### src/utcl_pkg.sv
package utcl_pkg;

  // CORDIC sizing: Q2.30 vector with headroom, angle in 2^24 units per turn
  localparam int unsigned RotIters = 18;
  localparam int unsigned IterW    = 5;
  localparam int unsigned XyW      = 35;
  localparam int unsigned ZW       = 25;
  localparam int unsigned CsW      = 19;

  // configuration port
  localparam int unsigned GainW   = 24;
  localparam int unsigned CfgIdxW = 2;
  localparam logic [CfgIdxW-1:0] REG_POSITION_GAIN = 2'd0;
  localparam logic [CfgIdxW-1:0] REG_HEADING_GAIN  = 2'd1;
  localparam logic [GainW-1:0]   POS_GAIN_RST      = 24'd65536;
  localparam logic [GainW-1:0]   HEAD_GAIN_RST     = 24'd131072;

  // job queue depth
  localparam int unsigned QDepth = 2;

  localparam logic signed [XyW-1:0] CORDIC_X0  = 35'sd652032874;
  localparam logic signed [27:0]    TWO_PI_Q24 = 28'sd105414357;

  // arctangent of 2^-i in 2^24 units per turn
  function automatic logic signed [ZW-1:0] atan_lut(input logic [IterW-1:0] i);
    logic signed [ZW-1:0] r;
    unique case (i)
      5'd0:    r = 25'sd2097152;
      5'd1:    r = 25'sd1238021;
      5'd2:    r = 25'sd654136;
      5'd3:    r = 25'sd332050;
      5'd4:    r = 25'sd166669;
      5'd5:    r = 25'sd83416;
      5'd6:    r = 25'sd41718;
      5'd7:    r = 25'sd20860;
      5'd8:    r = 25'sd10430;
      5'd9:    r = 25'sd5215;
      5'd10:   r = 25'sd2608;
      5'd11:   r = 25'sd1304;
      5'd12:   r = 25'sd652;
      5'd13:   r = 25'sd326;
      5'd14:   r = 25'sd163;
      5'd15:   r = 25'sd81;
      5'd16:   r = 25'sd41;
      5'd17:   r = 25'sd20;
      default: r = '0;
    endcase
    return r;
  endfunction

  typedef struct packed {
    logic signed [32:0]   ex;
    logic signed [32:0]   ey;
    logic signed [ZW-1:0] z0;
    logic                 flip;
    logic signed [15:0]   herr;
    logic signed [31:0]   ff_speed;
    logic signed [31:0]   ff_turn;
  } job_t;

  typedef struct packed {
    logic [GainW-1:0] position_gain;
    logic [GainW-1:0] heading_gain;
  } cfg_t;

endpackage

### src/utcl_if.sv
interface utcl_in_if;
  logic               valid;
  logic               ready;
  logic signed [31:0] robot_x;
  logic signed [31:0] robot_y;
  logic        [15:0] robot_heading;
  logic signed [31:0] target_x;
  logic signed [31:0] target_y;
  logic        [15:0] target_heading;
  logic signed [31:0] feedforward_speed;
  logic signed [31:0] feedforward_turn;

  modport source (
    output valid, robot_x, robot_y, robot_heading, target_x, target_y,
           target_heading, feedforward_speed, feedforward_turn,
    input  ready
  );
  modport sink (
    input  valid, robot_x, robot_y, robot_heading, target_x, target_y,
           target_heading, feedforward_speed, feedforward_turn,
    output ready
  );
endinterface


### src/utcl_front.sv
module utcl_front
  import utcl_pkg::*;
(
  utcl_in_if.sink in_if,
  input  logic    q_full_i,
  output logic    q_push_o,
  output job_t    q_job_o
);

  logic signed [15:0] hs;
  logic signed [15:0] ang;
  logic               far;

  // fold the heading into the right half-plane, remember to negate later
  assign hs  = $signed(in_if.robot_heading);
  assign far = (hs > 16'sd16384) || (hs < -16'sd16384);
  assign ang = far ? (hs ^ 16'sh8000) : hs;

  assign in_if.ready = !q_full_i;
  assign q_push_o    = in_if.valid && !q_full_i;

  // form errors and the starting rotation angle
  always_comb begin
    q_job_o.ex       = {in_if.target_x[31], in_if.target_x}
                     - {in_if.robot_x[31], in_if.robot_x};
    q_job_o.ey       = {in_if.target_y[31], in_if.target_y}
                     - {in_if.robot_y[31], in_if.robot_y};
    q_job_o.z0       = {ang[15], ang, 8'b0};
    q_job_o.flip     = far;
    q_job_o.herr     = $signed(in_if.target_heading - in_if.robot_heading);
    q_job_o.ff_speed = in_if.feedforward_speed;
    q_job_o.ff_turn  = in_if.feedforward_turn;
  end

endmodule

### src/flat_wrapper.sv
// flat-port wrapper written by rule: the top's interface ports become plain ports
module utcl_front_flat import utcl_pkg::*;
  (q_full_i, q_push_o, q_job_o, in_if_valid, in_if_robot_x, in_if_robot_y, in_if_robot_heading, in_if_target_x, in_if_target_y, in_if_target_heading, in_if_feedforward_speed, in_if_feedforward_turn, in_if_ready);
  utcl_in_if in_if_i ();
  input  logic q_full_i;
  output logic q_push_o;
  output job_t q_job_o;
  input wire logic [$bits(in_if_i.valid)-1:0] in_if_valid;
  input wire logic [$bits(in_if_i.robot_x)-1:0] in_if_robot_x;
  input wire logic [$bits(in_if_i.robot_y)-1:0] in_if_robot_y;
  input wire logic [$bits(in_if_i.robot_heading)-1:0] in_if_robot_heading;
  input wire logic [$bits(in_if_i.target_x)-1:0] in_if_target_x;
  input wire logic [$bits(in_if_i.target_y)-1:0] in_if_target_y;
  input wire logic [$bits(in_if_i.target_heading)-1:0] in_if_target_heading;
  input wire logic [$bits(in_if_i.feedforward_speed)-1:0] in_if_feedforward_speed;
  input wire logic [$bits(in_if_i.feedforward_turn)-1:0] in_if_feedforward_turn;
  output wire logic [$bits(in_if_i.ready)-1:0] in_if_ready;
  assign in_if_i.valid = in_if_valid;
  assign in_if_i.robot_x = in_if_robot_x;
  assign in_if_i.robot_y = in_if_robot_y;
  assign in_if_i.robot_heading = in_if_robot_heading;
  assign in_if_i.target_x = in_if_target_x;
  assign in_if_i.target_y = in_if_target_y;
  assign in_if_i.target_heading = in_if_target_heading;
  assign in_if_i.feedforward_speed = in_if_feedforward_speed;
  assign in_if_i.feedforward_turn = in_if_feedforward_turn;
  assign in_if_ready = in_if_i.ready;
  utcl_front u_core (.in_if(in_if_i), .q_full_i(q_full_i), .q_push_o(q_push_o), .q_job_o(q_job_o));
endmodule
### config.mk
export PLATFORM = sky130hd
export DESIGN_NAME = utcl_front_flat
export DESIGN_NICKNAME = d
export VERILOG_FILES = /design/src/utcl_pkg.sv /design/src/utcl_if.sv /design/src/utcl_front.sv /design/src/flat_wrapper.sv
export SDC_FILE = /design/constraint.sdc
export NUM_CORES = 1
export LEC_CHECK = 0
export BUFFER_PORTS_ARGS = -buffer_cell sky130_fd_sc_hd__buf_2
export CORE_AREA = 10 10 145 147
export DETAILED_ROUTE_END_ITERATION = 8
export DIE_AREA = 0 0 155 157
export SYNTH_ARGS = -nofsm -noshare
export SYNTH_HDL_FRONTEND = slang
export SYNTH_SLANG_ARGS = --single-unit
### constraint.sdc
create_clock -name vclk -period 3.2
set_clock_uncertainty 0.15 [all_clocks]
set_input_delay 0.32 -clock vclk [all_inputs]
set_output_delay 0.32 -clock vclk [all_outputs]
set_load 0.01 [all_outputs]
==> results of run 1 <==
## area by class of cell
class                           count  area (um2)
Tap cell                          234         293
Timing Repair Buffer              299        1580
Fill cell                        2028       12000
Multi-Input combinational cell    545        4030
Inverter                          104         390
## worst max path at each step
stage,endpoint,start,cells past startpoint
after floorplan,q_job_o[128],in_if_target_y[0],11
after global placement,q_job_o[136],in_if_target_y[0],13
after detailed placement,q_job_o[136],in_if_target_y[0],13
after CTS,q_job_o[171],in_if_target_x[5],11
after global routing,q_job_o[160],in_if_robot_x[2],12
final,q_job_o[137],in_if_target_y[16],12
## critical path, stage by stage
cell                       delay (ns)
sky130_fd_sc_hd__buf_2           0.11
sky130_fd_sc_hd__ha_1            0.29
sky130_fd_sc_hd__a21o_1          0.21
sky130_fd_sc_hd__a21o_1          0.17
sky130_fd_sc_hd__a21o_1          0.18
sky130_fd_sc_hd__a311o_1         0.38
sky130_fd_sc_hd__a211oi_2        0.16
sky130_fd_sc_hd__nor3_1          0.07
sky130_fd_sc_hd__buf_4           0.14
sky130_fd_sc_hd__a311oi_2        0.28
sky130_fd_sc_hd__xnor2_1         0.14
sky130_fd_sc_hd__buf_2           0.15
## report_power, final
group,switching [mW],internal (mW),leakage (nW)
Combinational,0.802,0.666,3.54
Clock,0,0,0
Sequential,0,0,0
## timing repair
action | CTS | global route
setup endpoints to repair | 10 | 20
setup buffers | 0 | 1
gates cloned | 0 | 0
resized for setup | 6 | 21
pin swaps | 3 | 11
## synth_stat cells (6+ instances only)
library cell	count	share of area [%]
sky130_fd_sc_hd__inv_1	104	7.9
sky130_fd_sc_hd__buf_4	90	14
sky130_fd_sc_hd__ha_1	79	20
sky130_fd_sc_hd__a21oi_1	63	6.3
sky130_fd_sc_hd__nor2_1	55	4.2
sky130_fd_sc_hd__xnor2_1	47	8.3
sky130_fd_sc_hd__nand2_1	39	2.9
sky130_fd_sc_hd__a21o_1	30	4.5
sky130_fd_sc_hd__o21ai_0	22	2.2
sky130_fd_sc_hd__xor2_1	18	3.2
sky130_fd_sc_hd__nand3_1	17	1.7
sky130_fd_sc_hd__nor3_1	16	1.6
sky130_fd_sc_hd__o21a_1	15	2.3
sky130_fd_sc_hd__o211ai_1	14	2.1
sky130_fd_sc_hd__nand2b_1	13	1.6
sky130_fd_sc_hd__and3_1	11	1.4
sky130_fd_sc_hd__a31oi_1	10	1.3
sky130_fd_sc_hd__and2_1	7	0.88
sky130_fd_sc_hd__o21ai_1	7	0.70
sky130_fd_sc_hd__nor2b_1	6	0.75
## kinds of logic (layout without fill, tap and decap cells)
family	Yosys count	after routing	synth area share (%)
XOR/XNOR	65	65	11.4
AND/OR/NAND/NOR	182	182	17.7
adder cells (fa/ha/maj)	82	82	21.1
AO/OA/AOI/OAI	208	208	27.8
buffers and inverters	198	403	21.9
other	1	8	0.0754
## metrics by stage
step / utilization [%] / setup WS, ns / setup TNS (ns)
final: 34.4 / 0.122 / 0
after global routing: 34.4 / -0.00154 / -0.00154
after CTS: 33.8 / 0.00170 / 0
after detailed placement: 33.7 / -0.202 / -1.12
after global placement: 33.7 / -0.160 / -0.869
after floorplan: - / 0.319 / 0
## routing by layer
layer / share of wire, % / vias up / GRT usage (%) / wire [um]
met1: 39 / 2491 / 14.1 / 7030
met4: 3.1 / 0 / 4.05 / 558
met3: 7.9 / 54 / 3.28 / 1450
met5: 0 / - / 0 / 0
li1: - / 2881 / - / -
met2: 51 / 197 / 25.1 / 9230
==> impl_summary.txt, run 1 <==
----------------------------------------------------
[Synth]
  Average cell area after synthesis ... 6.76 um2
  Sequential share of the synthesized area ... 0%
  Post-Synthesis Cell Area ... 4970 um2
  Number of distinct library cell variants in the gate-level netlist after synthesis ... 57
  Synth Instances ... 736
  Synth warn ... 0

[Worst hold path]
  End point of the worst hold path ... q_job_o[14]
  Worst hold start ... in_if_feedforward_turn[14]
  Worst hold path cell count ... 0
  Hold Path Class ... input port to output port

[Layout]
  # clk buffers ... 0
  Seq cells ... 0
  Antenna diode instance count ... 0
  NumNets Final ... 1258
  Share of post-route cells with drive strength above 1 ... 35.1%
  Most frequent cells in the layout ... 264 x sky130_fd_sc_hd__buf_2, 104 x sky130_fd_sc_hd__inv_1, 79 x sky130_fd_sc_hd__ha_1
  Most frequent standard cell in the layout excluding fill and tap cells ... sky130_fd_sc_hd__buf_2
  Sequential standard cell area ... 0 um2
  P&R area growth vs syn ... 26.7%
  Final standard cell count with taps included and fillers excluded ... 1182
  Post-route cell area ... 6300 um2

[GRT]
  GRT Overall Usage ... 13.3%
  Global-route wire length before repair ... 27700 um
  Number of global-route vias before repair ... 5717
  Maximum number of pins on one net before global-route repair ... 9
  Initial antenna violation count ... 0
  Total congestion overflow after global routing ... 0

[Die]
  Effective utilization at floorplan ... 27.1%
  Area enclosed by the die boundary ... 24300 um2
  Vertical die dimension ... 157 um
  Number of placement rows ... 50
  # IOs ... 400
  Overall die width ... 155 um
  Floorplan core area ... 18300 um2

[Drt]
  Number of detailed-routing iterations run before antenna repair ... 4
  Detail-routed net length per standard cell ... 15.5 um
  Total vias in the final route ... 5623
  Detail Route Antenna Nets ... 0
  DR iter-0 viols ... 158
  Number of remaining DRC errors ... 0
  Total detailed-routing wirelength ... 18300 um
  Average vias per placed instance ... 4.76

[Timing]
  Number of hold-slack violations in the final timing report ... 0
  F_max ... 0.325 GHz
  Unrepaired setup endpoints after global routing ... true
  Final worst hold slack ... 0.490 ns
  Crit share post-route ... 96.2%
  Post-route minimum period ... 3.08 ns
  Total count of max-transition violations in the final report ... 0
  Final setup fails ... 0

[Placed design]
  Post-Place Cells ... 1181
  Global placer's final weighted congestion ... 0.891
  Area after detailed placement ... 6170 um2
  Quantity of I/O buffers inserted on ports ... 264
  Sum of net half-perimeters after detailed placement ... 16800 um

[Pwr]
  Overall power ... 1.47 mW
  Power per Cell Area ... 233 nW/um2
  Static leakage ... 3.54 nW
  IR drop worst, VDD ... 0.114 mV

[Worst setup path]
  Largest driver fanout on the critical path ... 3
  Required time of the critical path ... 2.73 ns
  Critical path arrival ... 2.61 ns
  Sort of element at the start of the critical path ... input port
  Setup Crit Path Kind ... input port to output port
  Element type at the critical path end ... output port

[CTS]
  Hold bufs inserted after CTS ... 0

[Status]
  Result of the run ... finished, final reports clean

[Flow run]
  Max-capacitance violation count ... 0

----------------------------------------------------
No activity file was read; power rests on OpenSTA's default activity.
==> inputs of run 2 (changes only) <==
Settings changed: ABC_AREA set to 1, CORE_AREA 10 10 145 147 to 10 10 146 148, DIE_AREA 0 0 155 157 to 0 0 156 158, PLACE_DENSITY set to 0.69, TNS_END_PERCENT set to 30.
==> run 2 against run 1 <==
Hold slack about the same. Critical path depth up 4. Flip-flop and latch count unchanged. Power up 5.5%. Wire length up 23%. Highest routed layer unchanged. Non-clock buffer count down 35. Setup slack better by 0.47 ns. Utilization up 7.2 points. Via count up 42%.
==> impl_summary.txt, run 2 <==
----------------------------------------------------
[Layout]
  Most frequent standard cell in the layout excluding fill and tap cells ... sky130_fd_sc_hd__nand2_1 (was sky130_fd_sc_hd__buf_2)
  P&R area growth vs syn ... 14.4% (was 26.7%)
  Share of post-route cells with drive strength above 1 ... 18.0% (was 35.1%)
  End-of-flow core utilization ... 41.6% (was 34.4%)
  Antenna diode instance count ... 0 (unchanged)
  Most frequent cells in the layout ... 545 x sky130_fd_sc_hd__nand2_1, 353 x sky130_fd_sc_hd__inv_1, 264 x sky130_fd_sc_hd__buf_2 (was 264 x sky130_fd_sc_hd__buf_2, 104 x sky130_fd_sc_hd__inv_1, 79 x sky130_fd_sc_hd__ha_1)
  # clk buffers ... 0 (unchanged)
  Seq cells ... 0 (unchanged)
  NumNets Final ... 1861 (was 1258)
  Sequential standard cell area ... 0 um2 (unchanged)
  Number of filler instances in the final layout ... 2119 (was 2028)

[Pwr]
  Power per Cell Area ... 202 nW/um2 (was 233 nW/um2)
  Overall power ... 1.55 mW (was 1.47 mW)
  IR drop worst, VDD ... 0.103 mV (was 0.114 mV)
  Static leakage ... 5.68 nW (was 3.54 nW)

[Status]
  Result of the run ... finished, final reports clean (unchanged)

[Timing]
  Post-route minimum period ... 2.61 ns (was 3.08 ns)
  Unrepaired setup endpoints after global routing ... false (was true)
  Final setup fails ... 0 (unchanged)
  Total count of max-transition violations in the final report ... 0 (unchanged)
  Aggregate negative setup slack ... 0 ns (unchanged)
  F_max ... 0.384 GHz (was 0.325 GHz)
  Number of hold-slack violations in the final timing report ... 0 (unchanged)
  Crit share post-route ... 81.4% (was 96.2%)

[Worst setup path]
  Largest driver fanout on the critical path ... 3 (unchanged)
  Required time of the critical path ... 2.73 ns (about the same)
  Sort of element at the start of the critical path ... input port (unchanged)
  Element type at the critical path end ... output port (unchanged)
  Critical path arrival ... 2.14 ns (was 2.61 ns)
  Setup Crit Path Kind ... input port to output port (unchanged)

[Die]
  Number of placement rows ... 50 (unchanged)
  Vertical die dimension ... 158 um (was 157 um)
  Effective utilization at floorplan ... 36.3% (was 27.1%)
  # IOs ... 400 (unchanged)
  Area enclosed by the die boundary ... 24600 um2 (was 24300 um2)
  Floorplan core area ... 18500 um2 (was 18300 um2)
  Overall die width ... 156 um (was 155 um)

[Drt]
  Number of remaining DRC errors ... 0 (unchanged)
  Detail Route Antenna Nets ... 0 (unchanged)
  Total detailed-routing wirelength ... 22500 um (was 18300 um)
  DR iter-0 viols ... 302 (was 158)
  Detail-routed net length per standard cell ... 12.6 um (was 15.5 um)
  Total vias in the final route ... 7961 (was 5623)
  Average vias per placed instance ... 4.46 (was 4.76)
  Number of detailed-routing iterations run before antenna repair ... 5 (was 4)

[CTS]
  Hold bufs inserted after CTS ... 0 (unchanged)
  Post-cts repair resize count ... 0 (was 6)
  Post-CTS repair timing setup buffer count ... 0 (unchanged)

[Synth]
  Post-Synthesis Cell Area ... 6700 um2 (was 4970 um2)
  Synth Instances ... 1370 (was 736)
  Commonest cells post-synth ... 545 x sky130_fd_sc_hd__nand2_1, 353 x sky130_fd_sc_hd__inv_1, 94 x sky130_fd_sc_hd__nor2_1 (was 104 x sky130_fd_sc_hd__inv_1, 90 x sky130_fd_sc_hd__buf_4, 79 x sky130_fd_sc_hd__ha_1)
  Ranking of synthesized cells by area ... sky130_fd_sc_hd__nand2_1 31%, sky130_fd_sc_hd__inv_1 20%, sky130_fd_sc_hd__ha_1 15% (was sky130_fd_sc_hd__ha_1 20%, sky130_fd_sc_hd__buf_4 14%, sky130_fd_sc_hd__xnor2_1 8.3%)
  Average cell area after synthesis ... 4.89 um2 (was 6.76 um2)
  Yosys top cell area share ... 30.5% (was 19.9%)
  Synth warn ... 0 (unchanged)
  Most repeated cell in the gate-level netlist after synthesis ... sky130_fd_sc_hd__nand2_1 (was sky130_fd_sc_hd__inv_1)
  Sequential share of the synthesized area ... 0% (unchanged)
  Number of distinct library cell variants in the gate-level netlist after synthesis ... 26 (was 57)
  Cell accounting for the most synthesized area ... sky130_fd_sc_hd__nand2_1 (was sky130_fd_sc_hd__ha_1)

[Worst hold path]
  Hold Path Class ... input port to output port (unchanged)

[GRT]
  Maximum number of pins on one net before global-route repair ... 8 (was 9)
  GRT Overall Usage ... 17.3% (was 13.3%)
  Number of global-route vias before repair ... 7890 (was 5717)
  Total congestion overflow after global routing ... 0 (unchanged)
  Global-route wire length before repair ... 36200 um (was 27700 um)
  Initial antenna violation count ... 0 (unchanged)

[Flow run]
  Max-capacitance violation count ... 0 (unchanged)

[Placed design]
  Sum of net half-perimeters after detailed placement ... 20800 um (was 16800 um)
  Global placer's final weighted congestion ... 0.946 (was 0.891)
  Quantity of I/O buffers inserted on ports ... 264 (unchanged)

----------------------------------------------------
## run 2: changes by cell type after synthesis, sizes merged, moves of 11 or more
cell and delta:
a21o -27, and3 -11, inv +249, nand2 +516
nand2b -13, nand3 +45, nor2 +40, nor3 -11
o211ai -14, o21a -15, o21ai -24, xnor2 -40
xor2 +15
## run 2: cells by family (layout without fill, tap and decap cells)
group / after synthesis / count (layout) / share of synthesized area (%)
simple gates: 737 / 737 / 43.8
buf+inv: 443 / 617 / 29.8
fa+ha+maj: 82 / 82 / 15.6
compound gates: 67 / 67 / 5.39
xor+xnor: 40 / 40 / 5.23
other cells: 1 / 8 / 0.0559
## run 2: metrics by stage
step,std cells,hold slack (ns),worst slack (ns),cell area [um2]
6_report,1785,0.490,0.594,7670
3_5_place_dp,1785,0.490,0.568,7670
4_1_cts,1785,0.490,0.560,7670
3_3_place_gp,1785,0.490,0.593,7670
5_1_grt,1785,0.490,0.399,7670
2_1_floorplan,1377,0.534,1.03,6730
## run 2: cell type report
| class | instances | area (um2) | area share [%] |
|---|---|---|---|
| tap | 234 | 293 | 3.82 |
| multi-input combinational | 934 | 4730 | 61.7 |
| inverter | 353 | 1330 | 17.3 |
| timing repair buffer | 264 | 1320 | 17.2 |
## run 2: where the power goes
group          switching (mW)  internal [mW]  leakage [nW]
logic                   0.959          0.590          5.68
registers                   0              0             0
clock network               0              0             0
## run 2: final timing paths
check,from,cells after the start,endpoint,slack [ns]
setup / recovery,in_if_target_x[0],16,q_job_o[163],0.59
hold / removal,in_if_feedforward_turn[23],0,q_job_o[23],0.49
## run 2: per-layer routing
metal / up-vias / global-route usage (%) / part of all wire [%]
met4: 0 / 4.41 / 2.9
met2: 268 / 32.1 / 47
li1: 4294 / - / -
met1: 3355 / 19.7 / 42
met3: 44 / 3.47 / 8.0
met5: - / 0 / 0
## run 2: critical path, cell delays in order
cell and delay [ns]:
sky130_fd_sc_hd__buf_2 0.08, sky130_fd_sc_hd__inv_1 0.03, sky130_fd_sc_hd__ha_1 0.20, sky130_fd_sc_hd__fa_1 0.43, sky130_fd_sc_hd__inv_1 0.13, sky130_fd_sc_hd__nand2_1 0.06, sky130_fd_sc_hd__nand2_1 0.08, sky130_fd_sc_hd__nand3_1 0.07
sky130_fd_sc_hd__nand2_1 0.15, sky130_fd_sc_hd__nand2_1 0.09, sky130_fd_sc_hd__nand2_2 0.10, sky130_fd_sc_hd__nand2_1 0.08, sky130_fd_sc_hd__nand2_1 0.06, sky130_fd_sc_hd__nand2_1 0.05, sky130_fd_sc_hd__nand2_1 0.08, sky130_fd_sc_hd__buf_2 0.14
