[src/utcl_pkg.sv]
package utcl_pkg;

  // CORDIC sizing: Q2.30 vector with headroom, angle in 2^24 units per turn
  localparam int unsigned RotIters = 18;
  localparam int unsigned IterW    = 5;
  localparam int unsigned XyW      = 35;
  localparam int unsigned ZW       = 25;
  localparam int unsigned CsW      = 19;

  // configuration port
  localparam int unsigned GainW   = 24;
  localparam int unsigned CfgIdxW = 2;
  localparam logic [CfgIdxW-1:0] REG_POSITION_GAIN = 2'd0;
  localparam logic [CfgIdxW-1:0] REG_HEADING_GAIN  = 2'd1;
  localparam logic [GainW-1:0]   POS_GAIN_RST      = 24'd65536;
  localparam logic [GainW-1:0]   HEAD_GAIN_RST     = 24'd131072;

  // job queue depth
  localparam int unsigned QDepth = 2;

  localparam logic signed [XyW-1:0] CORDIC_X0  = 35'sd652032874;
  localparam logic signed [27:0]    TWO_PI_Q24 = 28'sd105414357;

  // arctangent of 2^-i in 2^24 units per turn
  function automatic logic signed [ZW-1:0] atan_lut(input logic [IterW-1:0] i);
    logic signed [ZW-1:0] r;
    unique case (i)
      5'd0:    r = 25'sd2097152;
      5'd1:    r = 25'sd1238021;
      5'd2:    r = 25'sd654136;
      5'd3:    r = 25'sd332050;
      5'd4:    r = 25'sd166669;
      5'd5:    r = 25'sd83416;
      5'd6:    r = 25'sd41718;
      5'd7:    r = 25'sd20860;
      5'd8:    r = 25'sd10430;
      5'd9:    r = 25'sd5215;
      5'd10:   r = 25'sd2608;
      5'd11:   r = 25'sd1304;
      5'd12:   r = 25'sd652;
      5'd13:   r = 25'sd326;
      5'd14:   r = 25'sd163;
      5'd15:   r = 25'sd81;
      5'd16:   r = 25'sd41;
      5'd17:   r = 25'sd20;
      default: r = '0;
    endcase
    return r;
  endfunction

  typedef struct packed {
    logic signed [32:0]   ex;
    logic signed [32:0]   ey;
    logic signed [ZW-1:0] z0;
    logic                 flip;
    logic signed [15:0]   herr;
    logic signed [31:0]   ff_speed;
    logic signed [31:0]   ff_turn;
  } job_t;

  typedef struct packed {
    logic [GainW-1:0] position_gain;
    logic [GainW-1:0] heading_gain;
  } cfg_t;

endpackage

[src/utcl_fifo.sv]
module utcl_fifo
  import utcl_pkg::*;
(
  input  logic clk_i,
  input  logic rst_ni,
  input  logic push_i,
  input  job_t job_i,
  output logic full_o,
  input  logic pop_i,
  output logic avail_o,
  output job_t job_o
);

  job_t       mem_q [QDepth];
  logic       wptr_q, rptr_q;
  logic [1:0] cnt_q;

  assign full_o  = (cnt_q == 2'(QDepth));
  assign avail_o = (cnt_q != 2'd0);
  assign job_o   = mem_q[rptr_q];

  // store the entry
  always_ff @(posedge clk_i) begin
    if (push_i) begin
      mem_q[wptr_q] <= job_i;
    end
  end

  // advance pointers and count
  always_ff @(posedge clk_i or negedge rst_ni) begin
    if (!rst_ni) begin
      wptr_q <= 1'b0;
      rptr_q <= 1'b0;
      cnt_q  <= 2'd0;
    end else begin
      if (push_i) wptr_q <= !wptr_q;
      if (pop_i)  rptr_q <= !rptr_q;
      if (push_i && !pop_i)      cnt_q <= cnt_q + 2'd1;
      else if (pop_i && !push_i) cnt_q <= cnt_q - 2'd1;
    end
  end

`ifndef SYNTHESIS
  a_no_overflow: assert property (@(posedge clk_i) disable iff (!rst_ni)
    full_o |-> !push_i) else $error("queue written while full");
  a_no_underflow: assert property (@(posedge clk_i) disable iff (!rst_ni)
    pop_i |-> avail_o) else $error("queue read while empty");
  a_cnt_range: assert property (@(posedge clk_i) disable iff (!rst_ni)
    cnt_q <= 2'(QDepth)) else $error("queue count out of range");
`endif

endmodule

[config.mk]
export PLATFORM = sky130hd
export DESIGN_NAME = utcl_fifo
export DESIGN_NICKNAME = d
export VERILOG_FILES = /design/src/utcl_pkg.sv /design/src/utcl_fifo.sv
export SDC_FILE = /design/constraint.sdc
export NUM_CORES = 1
export LEC_CHECK = 0
export ABC_AREA = 0
export CELL_PAD_IN_SITES_DETAIL_PLACEMENT = 0
export CELL_PAD_IN_SITES_GLOBAL_PLACEMENT = 1
export CORE_ASPECT_RATIO = 2
export CORE_UTILIZATION = 29
export CTS_BUF_LIST = sky130_fd_sc_hd__clkbuf_4
export DETAILED_ROUTE_END_ITERATION = 10
export DONT_BUFFER_PORTS = 1
export PLACE_DENSITY_LB_ADDON = 0.1
export REMOVE_ABC_BUFFERS = 1
export SLEW_MARGIN = 10
export SYNTH_ARGS = -nofsm -noshare
export SYNTH_HDL_FRONTEND = slang
export SYNTH_SLANG_ARGS = --single-unit
[constraint.sdc]
create_clock -name clk_i -period 10.9 [get_ports clk_i]
set_clock_uncertainty 0.05 [all_clocks]
set_input_delay 2.18 -clock clk_i [delete_from_list [all_inputs] [get_ports clk_i]]
set_output_delay 2.18 -clock clk_i [all_outputs]
set_load 0.01 [all_outputs]
==> impl_metrics.py, run 1 <==
metrics = {
    "floorplanning": {
        "fp.dieArea_mm2": 0.0447,
        "start_util_pct": 29.4,
        "io_pins": 350,
        "die_y_um": 298,
        "die_w_um": 150,
        "rows": 108,
        "core_mm2": 0.0432,
    },
    "power": {
        "p_int_w": 0.00264,
        "p_clk_share_pct": 27.2,
        "p_leak_nw": 4.63,
        "p_total_w": 0.00376,
        "peakVddDrop_mv": 0.152,
        "p_switching_w": 0.00112,
        "p_sw_share_pct": 29.9,
        "p_seq_share_pct": 49.7,
        "p_per_area_mw_per_mm2": 264,
        "pwr-share-comb_pct": 23.1,
    },
    "timing": {
        "hold_violations": 0,
        "setup_viol": 0,
        "finalWorstSetupSlack_ns": 5.32,
        "fmax_mhz": 179,
        "post-route-period-util_pct": 51.2,
        "worst-slew-pin-transition_ns": 1.06,
        "max_slew_margin_pct": 29.3,
        "final.setup.tns_ns": 0,
        "rsz0062_at_grt": "no",
        "slew_violations": 0,
        "min_period_ns": 5.58,
    },
    "hold_path": {
        "hold_path_class": "flip-flop to flip-flop",
    },
    "cells_and_area": {
        "seq_area_mm2": 0.0104,
        "nNetsFinal": 798,
        "multi_input_area_mm2": 0.00203,
        "fin_cells": 1232,
        "fin_util_pct": 32.9,
        "drive_gt1_share_pct": 43.9,
        "syn2layout_area_growth_pct": 12.1,
        "fillers": 4234,
    },
    "logic_synthesis": {
        "synth_edf_count": 344,
        "synth-main-ff-cell": "edfxtp_1",
        "synth_area_mm2": 0.0127,
        "synth.avg_cell_area_um2": 23.1,
        "synth_top_cell_area_share_pct": 81.3,
        "yosysWarnings": 0,
        "synth_cells": 551,
        "synth.most_common_cell": "edfxtp_1",
        "ys_ff_latch": 348,
        "synth.distinct_cells": 13,
        "synthArstFlopShare_pct": 1.15,
        "yosys-top-cells-area": "edfxtp_1 (81%), mux2_2 (15%), clkbuf_8 (1.5%), dfrtp_1 (0.79%), buf_6 (0.44%)",
        "synth_commonest_cells": "edfxtp_1 (344), mux2_2 (172), clkbuf_8 (14)",
        "synth_top_cell_by_area": "edfxtp_1",
        "seq_area_frac_synth_pct": 82.1,
    },
    "grt": {
        "track_usage_pct": 12.7,
        "grt_use_met1_pct": 8.44,
        "grt_max_degree": 88,
        "grt.met2_usage_pct": 24.5,
        "antenna_found_initial": 4,
        "grt_pass1_vias": 6131,
        "grt-ovfl-total": 0,
        "grt_pass1_wl_mm": 39.2,
        "met3_usage_pct": 6.85,
        "grt_busiest_layer": "met2",
    },
    "cts": {
        "cts_resized": 0,
        "clock_latency_ns": 0.72,
        "root_buffer": "clkbuf_4",
        "clk_pin_slew_ns": 0.07,
        "tritoncts": "yes",
        "cts_buffers": 80,
        "ctsHoldBuffers": 0,
        "htreeDepth": 3,
        "cts.sink_count": 348,
        "post_cts_buffers": 0,
        "cts_max_path_buffers": 3,
    },
    "placement": {
        "io_buffers": 0,
        "placed_cells": 1089,
        "gp_congestion": 0.785,
        "place_ws_ns": 5.60,
        "dp_hpwl_mm": 19.7,
    },
    "flow_run": {
        "maxCapViolCount": 0,
    },
    "critical_path": {
        "cp_max_fo": 87,
        "path_cells": "buf_6 -> buf_4 -> mux2_2",
        "slowest_stage": "dfrtp_4",
        "startpoint_type": "flip-flop",
        "path_class": "flip-flop to output port",
        "cp.required_ns": 8.67,
        "end_kind": "output port",
        "arrival_ns": 3.35,
        "max_stage_delay_ns": 0.72,
    },
    "drt": {
        "vias_per_cell": 4.40,
        "vias": 5425,
        "drtIter0Drc": 174,
        "ant_nets": 0,
        "routed_wl_mm": 28.5,
        "drc": 0,
        "drt-pass1-iter-count": 4,
        "wl_per_cell_um": 23.1,
    },
    "outcome": {
        "outcome": "finished clean",
    },
}
-- state kept, by name, summed over array words and instances (netlist names) --
name	count
mem_q	344
cnt_q	2
rptr_q	1
wptr_q	1
-- critical path, delay by kind of cell (launching register included) --
family,cells,cell delay [ns]
mux,1,0.45
buf+inv,2,1.34
flops,1,0.72
-- placed cells by master, fill, tap and decap left out, types with 3 or more instances in the layout --
master / netlist / layout
edfxtp_1: 344 / 344
mux2_2: 172 / 172
clkbuf_4: 0 / 101
clkinv_1: 0 / 25
clkinv_2: 0 / 8
buf_4: 0 / 6
xor2_1: 4 / 4
bufinv_16: 0 / 4
diode_2: 0 / 3
dfrtp_1: 4 / 3
-- layout make-up --
type                    count  area share [%]
repair buffers              7           0.395
clock buffers             101            5.32
multi-input cells         183            14.3
flip-flops and latches    348            73.2
clock inverters            39            1.86
diodes                      3          0.0527
inverters                   1          0.0264
well taps                 550            4.83
-- through the flow --
stage          hold WS [ns]  cell area (um^2)
2_1_floorplan         0.397             12500
3_3_place_gp          0.421             13200
3_5_place_dp          0.416             13200
4_1_cts               0.431             14200
5_1_grt               0.454             14200
6_report              0.429             14200
-- metal layers --
layer	wire, um	vias up	part of all wire (%)
met5	46	-	0.16
met4	1540	6	5.4
met3	3460	86	12
met2	16500	303	58
met1	6880	2648	24
li1	-	2382	-
-- worst paths after layout --
path / depth (start not counted) / slack [ns] / from / end
min in group asynchronous: 0 / 1.10 / rst_ni / rptr_q
max in group asynchronous: 0 / 9.63 / rst_ni / rptr_q
min reg2reg: 1 / 0.43 / cnt_q[1] / cnt_q[1]
max reg2reg: 2 / 8.41 / wptr_q / mem_q[1][155]
max: 3 / 5.32 / rptr_q / job_o[140]
min: 1 / 0.43 / cnt_q[1] / cnt_q[1]
-- kinds of logic (layout without fill, tap and decap cells) --
| kind of cell | Yosys count | after routing | synth area share (%) |
|---|---|---|---|
| adder cells (fa/ha/maj) | 1 | 1 | 0.0985 |
| XOR/XNOR | 5 | 5 | 0.345 |
| buffers and inverters | 20 | 148 | 1.99 |
| multiplexers | 172 | 172 | 15.2 |
| flip-flops | 348 | 348 | 82.1 |
| other | 0 | 3 | 0 |
| AND/OR/NAND/NOR | 5 | 5 | 0.227 |
-- power by group through the flow --
| stage | clock network, W | registers (W) | logic (W) |
|---|---|---|---|
| after floorplan | 0 | 0.00199 | 0.000676 |
| after global placement | 0 | 0.00190 | 0.000898 |
| after detailed placement | 0 | 0.00190 | 0.000904 |
| after CTS | 0.00108 | 0.00187 | 0.000908 |
| after global routing | 0.00113 | 0.00189 | 0.000937 |
| final | 0.00102 | 0.00187 | 0.000869 |
Note: power is estimated with default switching activity, not from simulation.
==> inputs of run 2 (changes only) <==
ABC_AREA = 1   (was 0)
clock period = 5.5 ns   (was 10.9 ns; I/O delays follow)
==> impl_metrics.py, run 2 <==
metrics = {
    "critical_path": {
        "end_kind": "output port",
        "rr_startpoint": "wptr_q",
        "startpoint_type": "flip-flop",
        "cpLargestDelayFamily": "flip-flops",
        "critPathLaunch": "rptr_q",
        "max_stage_delay_ns": 0.88,
        "cp_max_fo": 50,
        "arrival_ns": 2.63,
        "path_class": "flip-flop to output port",
        "path_cells": "buf_4 -> mux2_2",
        "slowest_stage": "dfrtp_4",
        "crit_buf_inv": 1,
        "cp.required_ns": 4.35,
    },
    "grt": {
        "antenna_found_initial": 3,
        "grt_max_degree": 105,
        "grt_pass1_wl_mm": 39.8,
        "grt_pass1_vias": 6226,
        "track_usage_pct": 12.8,
        "grt-ovfl-total": 0,
    },
    "drt": {
        "wl_met3_mm": 3.40,
        "wl_per_cell_um": 22.9,
        "routed_wl_mm": 28.6,
        "vias_per_cell": 4.41,
        "ant_nets": 0,
        "drtIter0Drc": 190,
        "met2_length_mm": 16.8,
        "vias": 5509,
        "highest_layer": "met5",
        "drc": 0,
        "wirelength_met1_mm": 7.04,
        "drt-pass1-iter-count": 4,
    },
    "timing": {
        "finalWorstSetupSlack_ns": 1.72,
        "post-route-period-util_pct": 68.8,
        "max_slew_margin_pct": 29.4,
        "worst-slew-pin-transition_ns": 1.06,
        "min_period_ns": 3.78,
        "setup_viol": 0,
        "rsz0062_at_grt": "no",
        "hold_violations": 0,
        "slew_violations": 0,
        "fmax_mhz": 264,
    },
    "cells_and_area": {
        "fin_cells": 1248,
        "fillers": 4160,
        "seq_area_mm2": 0.0104,
        "layout_commonest_cell": "edfxtp_1",
        "nNetsFinal": 810,
        "reg.largest.list": "mem_q: 344 flops, cnt_q: 2 flops",
        "fin_util_pct": 32.9,
        "largest_register_ffs": 344,
        "final_cell_mix": "edfxtp_1 (344), mux2_2 (172), clkbuf_4 (110), clkinv_1 (22), clkinv_2 (7)",
        "multi_input_area_mm2": 0.00202,
        "top_register": "mem_q",
        "drive_gt1_share_pct": 44.1,
        "syn2layout_area_growth_pct": 12.1,
        "final_area_mm2": 0.0143,
    },
    "placement": {
        "dp_hpwl_mm": 19.4,
        "place_area_mm2": 0.0133,
        "io_buffers": 0,
        "place_ws_ns": 2.42,
        "placed_cells": 1098,
        "gp_congestion": 0.764,
    },
    "logic_synthesis": {
        "synth_top_family_by_area": "multiplexers",
        "synth_top_cell_by_area": "edfxtp_1",
        "synth_edf_count": 344,
        "synth_commonest_cells": "edfxtp_1 (344), mux2_2 (172), clkbuf_8 (14)",
        "synth.avg_cell_area_um2": 22.7,
        "yosysWarnings": 0,
        "synthAdderAreaFrac_pct": 0.0983,
        "synth_mux_area_share_pct": 15.2,
        "synth_top_cell_area_share_pct": 81.2,
        "ys_ff_latch": 348,
        "synth-main-ff-cell": "edfxtp_1",
        "synth_compound_area_share_pct": 0,
        "synth_xor_area_share_pct": 0.207,
        "synth_cells": 560,
        "synth.most_common_cell": "edfxtp_1",
        "synthArstFlopShare_pct": 1.15,
        "yosys-top-cells-area": "edfxtp_1 (81%), mux2_2 (15%), clkbuf_8 (1.5%), dfrtp_1 (0.79%), buf_6 (0.44%)",
        "seq_area_frac_synth_pct": 82.0,
        "synth-simple-area-share_pct": 0.325,
        "synth_area_mm2": 0.0127,
        "synth.distinct_cells": 13,
    },
    "power": {
        "p_leak_nw": 4.66,
        "p_total_w": 0.00741,
        "peakVddDrop_mv": 0.241,
        "p_per_area_mw_per_mm2": 519,
    },
    "floorplanning": {
        "io_pins": 350,
        "rows": 108,
        "core_mm2": 0.0434,
        "start_util_pct": 29.3,
        "die_y_um": 298,
        "fp.dieArea_mm2": 0.0448,
        "die_w_um": 150,
    },
    "cts": {
        "clk_pin_slew_ns": 0.07,
        "cts_resized": 0,
        "ctsHoldBuffers": 1,
        "htreeDepth": 3,
        "tritoncts": "yes",
        "cts_max_path_buffers": 3,
        "cts_buffers": 82,
        "cts.sink_count": 348,
        "clock_latency_ns": 0.72,
        "root_buffer": "clkbuf_4",
        "post_cts_buffers": 0,
    },
    "hold_path": {
        "hold_path_class": "primary input to flip-flop",
        "hp-start": "pop_i",
    },
    "outcome": {
        "outcome": "finished clean",
    },
    "flow_run": {
        "maxCapViolCount": 0,
    },
}
run 2: cell count changes after synthesis, moves of 2 or more:
cell,delta
inv_1,+6
nand2_1,+6
nor2b_1,-2
xor2_1,-2
run 2: kinds of logic (layout without fill, tap and decap cells):
logic type,Yosys count,in the layout
xor+xnor,3,3
simple gates,10,10
fa+ha+maj,1,1
other cells,0,2
mux,172,172
buf+inv,26,162
flops,348,348
run 2: worst reg2reg max path, cell delays in order (launching register included):
cell	delay, ns
dfrtp_1	0.42
nand2_1	0.14
inv_6	0.72
buf_12	0.42
run 2: worst paths after layout:
kind | to | slack, ns | cells past startpoint
max | job_o[5] | 1.72 | 2
min | rptr_q | 0.39 | 1
max reg2reg | mem_q[1][95] | 3.26 | 3
min reg2reg | cnt_q[1] | 0.43 | 2
max in group asynchronous | rptr_q | 4.60 | 1
min in group asynchronous | rptr_q | 0.60 | 1
run 2: layout make-up:
class | instances | area share (%)
clock buffers | 110 | 5.79
multi-input cells | 186 | 14.2
clock inverters | 37 | 1.18
diodes | 2 | 0.0351
inverters | 7 | 0.219
well taps | 550 | 4.82
flip-flops and latches | 348 | 73.1
repair buffers | 8 | 0.614
run 2: per-stage QoR:
stage | TNS [ns] | hold slack [ns]
2_1_floorplan | -636.27 | 0.392
3_3_place_gp | 0 | 0.420
3_5_place_dp | 0 | 0.414
4_1_cts | 0 | 0.278
5_1_grt | 0 | 0.279
6_report | 0 | 0.392
run 2: layer usage:
metal | global-route usage [%] | up-vias
li1 | - | 2417
met1 | 8.55 | 2701
met2 | 25.1 | 313
met3 | 7.18 | 74
met4 | 7.62 | 4
met5 | 0 | -
run 2: where the power goes:
part	total [W]	switching [W]	internal, W
Clock	0.00195	0.00101	0.000944
Combinational	0.00174	0.00109	0.000651
Sequential	0.00372	0.000192	0.00352
==> inputs of run 3 (changes only) <==
clock period = 3.9 ns   (was 5.5 ns; I/O delays follow)
==> impl_metrics.py, run 3 (synthesis results as in run 2) <==
metrics = {
    "outcome": {
        "outcome": "finished clean",
    },
    "drt": {
        "drc": 0,
        "ant_nets": 0,
        "vias": 6167,
        "drtIter0Drc": 201,
        "vias_per_cell": 4.36,
        "drt-pass1-iter-count": 4,
        "routed_wl_mm": 30.1,
        "wl_per_cell_um": 21.3,
    },
    "power": {
        "p_per_area_mw_per_mm2": 669,
        "p_int_w": 0.00742,
        "peakVddDrop_mv": 0.323,
        "p_switching_w": 0.00329,
        "p_sw_share_pct": 30.7,
        "pwr-share-comb_pct": 24.6,
        "p_total_w": 0.0107,
        "p_leak_nw": 5.38,
        "p_seq_share_pct": 49.1,
        "p_clk_share_pct": 26.4,
    },
    "cells_and_area": {
        "drive_gt1_share_pct": 35.1,
        "largest_register_ffs": 344,
        "fin_util_pct": 36.9,
        "syn2layout_area_growth_pct": 25.8,
        "layout_commonest_cell": "edfxtp_1",
        "final_cell_mix": "edfxtp_1 (344), mux2_2 (172), dlygate4sd3_1 (169), clkbuf_4 (111), clkinv_1 (25)",
        "reg.largest.list": "mem_q: 344 flops, cnt_q: 2 flops",
        "final_area_mm2": 0.0160,
        "top_register": "mem_q",
        "nNetsFinal": 977,
    },
    "grt": {
        "track_usage_pct": 13.5,
        "antenna_found_initial": 3,
        "grt_pass1_vias": 7129,
        "grt_pass1_wl_mm": 42.7,
        "grt_max_degree": 112,
        "grt-ovfl-total": 0,
    },
    "floorplanning": {
        "rows": 108,
        "fp.dieArea_mm2": 0.0448,
        "die_y_um": 298,
        "start_util_pct": 29.3,
        "core_mm2": 0.0434,
        "die_w_um": 150,
        "io_pins": 350,
    },
    "timing": {
        "setup_viol": 0,
        "worst-slew-pin-transition_ns": 0.879,
        "max_slew_margin_pct": 41.4,
        "fmax_mhz": 304,
        "slew_violations": 0,
        "hold_slack_ns": 0.121,
        "post-route-period-util_pct": 84.2,
        "finalWorstSetupSlack_ns": 0.616,
        "hold_violations": 0,
        "rsz0062_at_grt": "no",
        "min_period_ns": 3.28,
    },
    "critical_path": {
        "rr_startpoint": "wptr_q",
        "startpoint_type": "flip-flop",
        "cp_max_fo": 65,
        "arrival_ns": 2.45,
        "end_kind": "output port",
        "worst-r2r-cell-count": 3,
        "path_class": "flip-flop to output port",
        "reg2reg_slack_ns": 1.93,
        "cp.required_ns": 3.07,
        "r2r_end": "mem_q[1][60]",
    },
    "placement": {
        "dp_hpwl_mm": 20.3,
        "io_buffers": 0,
        "gp_congestion": 0.774,
        "place_ws_ns": 1.30,
        "place_area_mm2": 0.0133,
    },
    "cts": {
        "cts_resized": 0,
        "htreeDepth": 3,
        "cts_buffers": 82,
        "clock_latency_ns": 0.70,
        "tritoncts": "yes",
        "cts_max_path_buffers": 3,
        "clk_pin_slew_ns": 0.07,
        "cts.sink_count": 348,
        "root_buffer": "clkbuf_4",
    },
    "hold_path": {
        "hp-start": "job_i[37]",
        "hold_path_class": "primary input to flip-flop",
        "worstHoldPathCells": 0,
        "hold_path_end": "mem_q[1][37]",
    },
    "flow_run": {
        "maxCapViolCount": 0,
    },
}
==> run 3: power by group through the flow <==
stage	combinational [W]	clock (W)	sequential (W)
detailed placement	0.00255	0	0.00536
floorplan	0.00189	0	0.00554
global placement	0.00254	0	0.00534
global route	0.00282	0.00314	0.00532
finish	0.00263	0.00282	0.00526
CTS	0.00273	0.00299	0.00527
==> run 3: routing by layer <==
metal | track usage, % | up-vias | wire length (um)
li1 | - | 2763 | -
met3 | 5.11 | 99 | 2460
met1 | 9.98 | 2997 | 8310
met4 | 10.0 | 0 | 1820
met5 | 0 | - | 0
met2 | 26.2 | 308 | 17500
==> run 3: layout make-up <==
class | instances | area (um^2)
Timing Repair Buffer | 175 | 1800
Multi-Input combinational cell | 186 | 2020
Fill cell | 4181 | 27400
Sequential cell | 348 | 10400
Tap cell | 550 | 688
Inverter | 7 | 31.3
Clock buffer | 111 | 833
Antenna cell | 3 | 7.51
Clock inverter | 36 | 185
==> run 3: metrics by stage <==
| step | instances | setup TNS, ns |
|---|---|---|
| detailed placement | 1097 | 0 |
| floorplan | 541 | -1217.32 |
| global route | 1416 | 0 |
| global placement | 1097 | 0 |
| finish | 1416 | 0 |
| CTS | 1413 | 0 |
==> run 3: critical path: stages (launching register included) <==
cell     delay [ns]
dfrtp_4        0.84
buf_12         0.40
mux2_2         0.45
==> run 3: worst max path at each step <==
stage	from	end	slack, ns	depth (start not counted)
after floorplan	push_i	mem_q[0][0]	-4.87	2
after global placement	rptr_q	job_o[149]	1.31	2
after detailed placement	rptr_q	job_o[161]	1.30	2
after CTS	rptr_q	job_o[149]	0.45	2
after global routing	rptr_q	job_o[125]	0.41	2
final	rptr_q	job_o[116]	0.62	2
==> run 3: repair_timing <==
action | CTS | global route
buffers inserted | 0 | 0
hold buffers | 169 | 0
endpoints found under the hold margin | 336 | 0
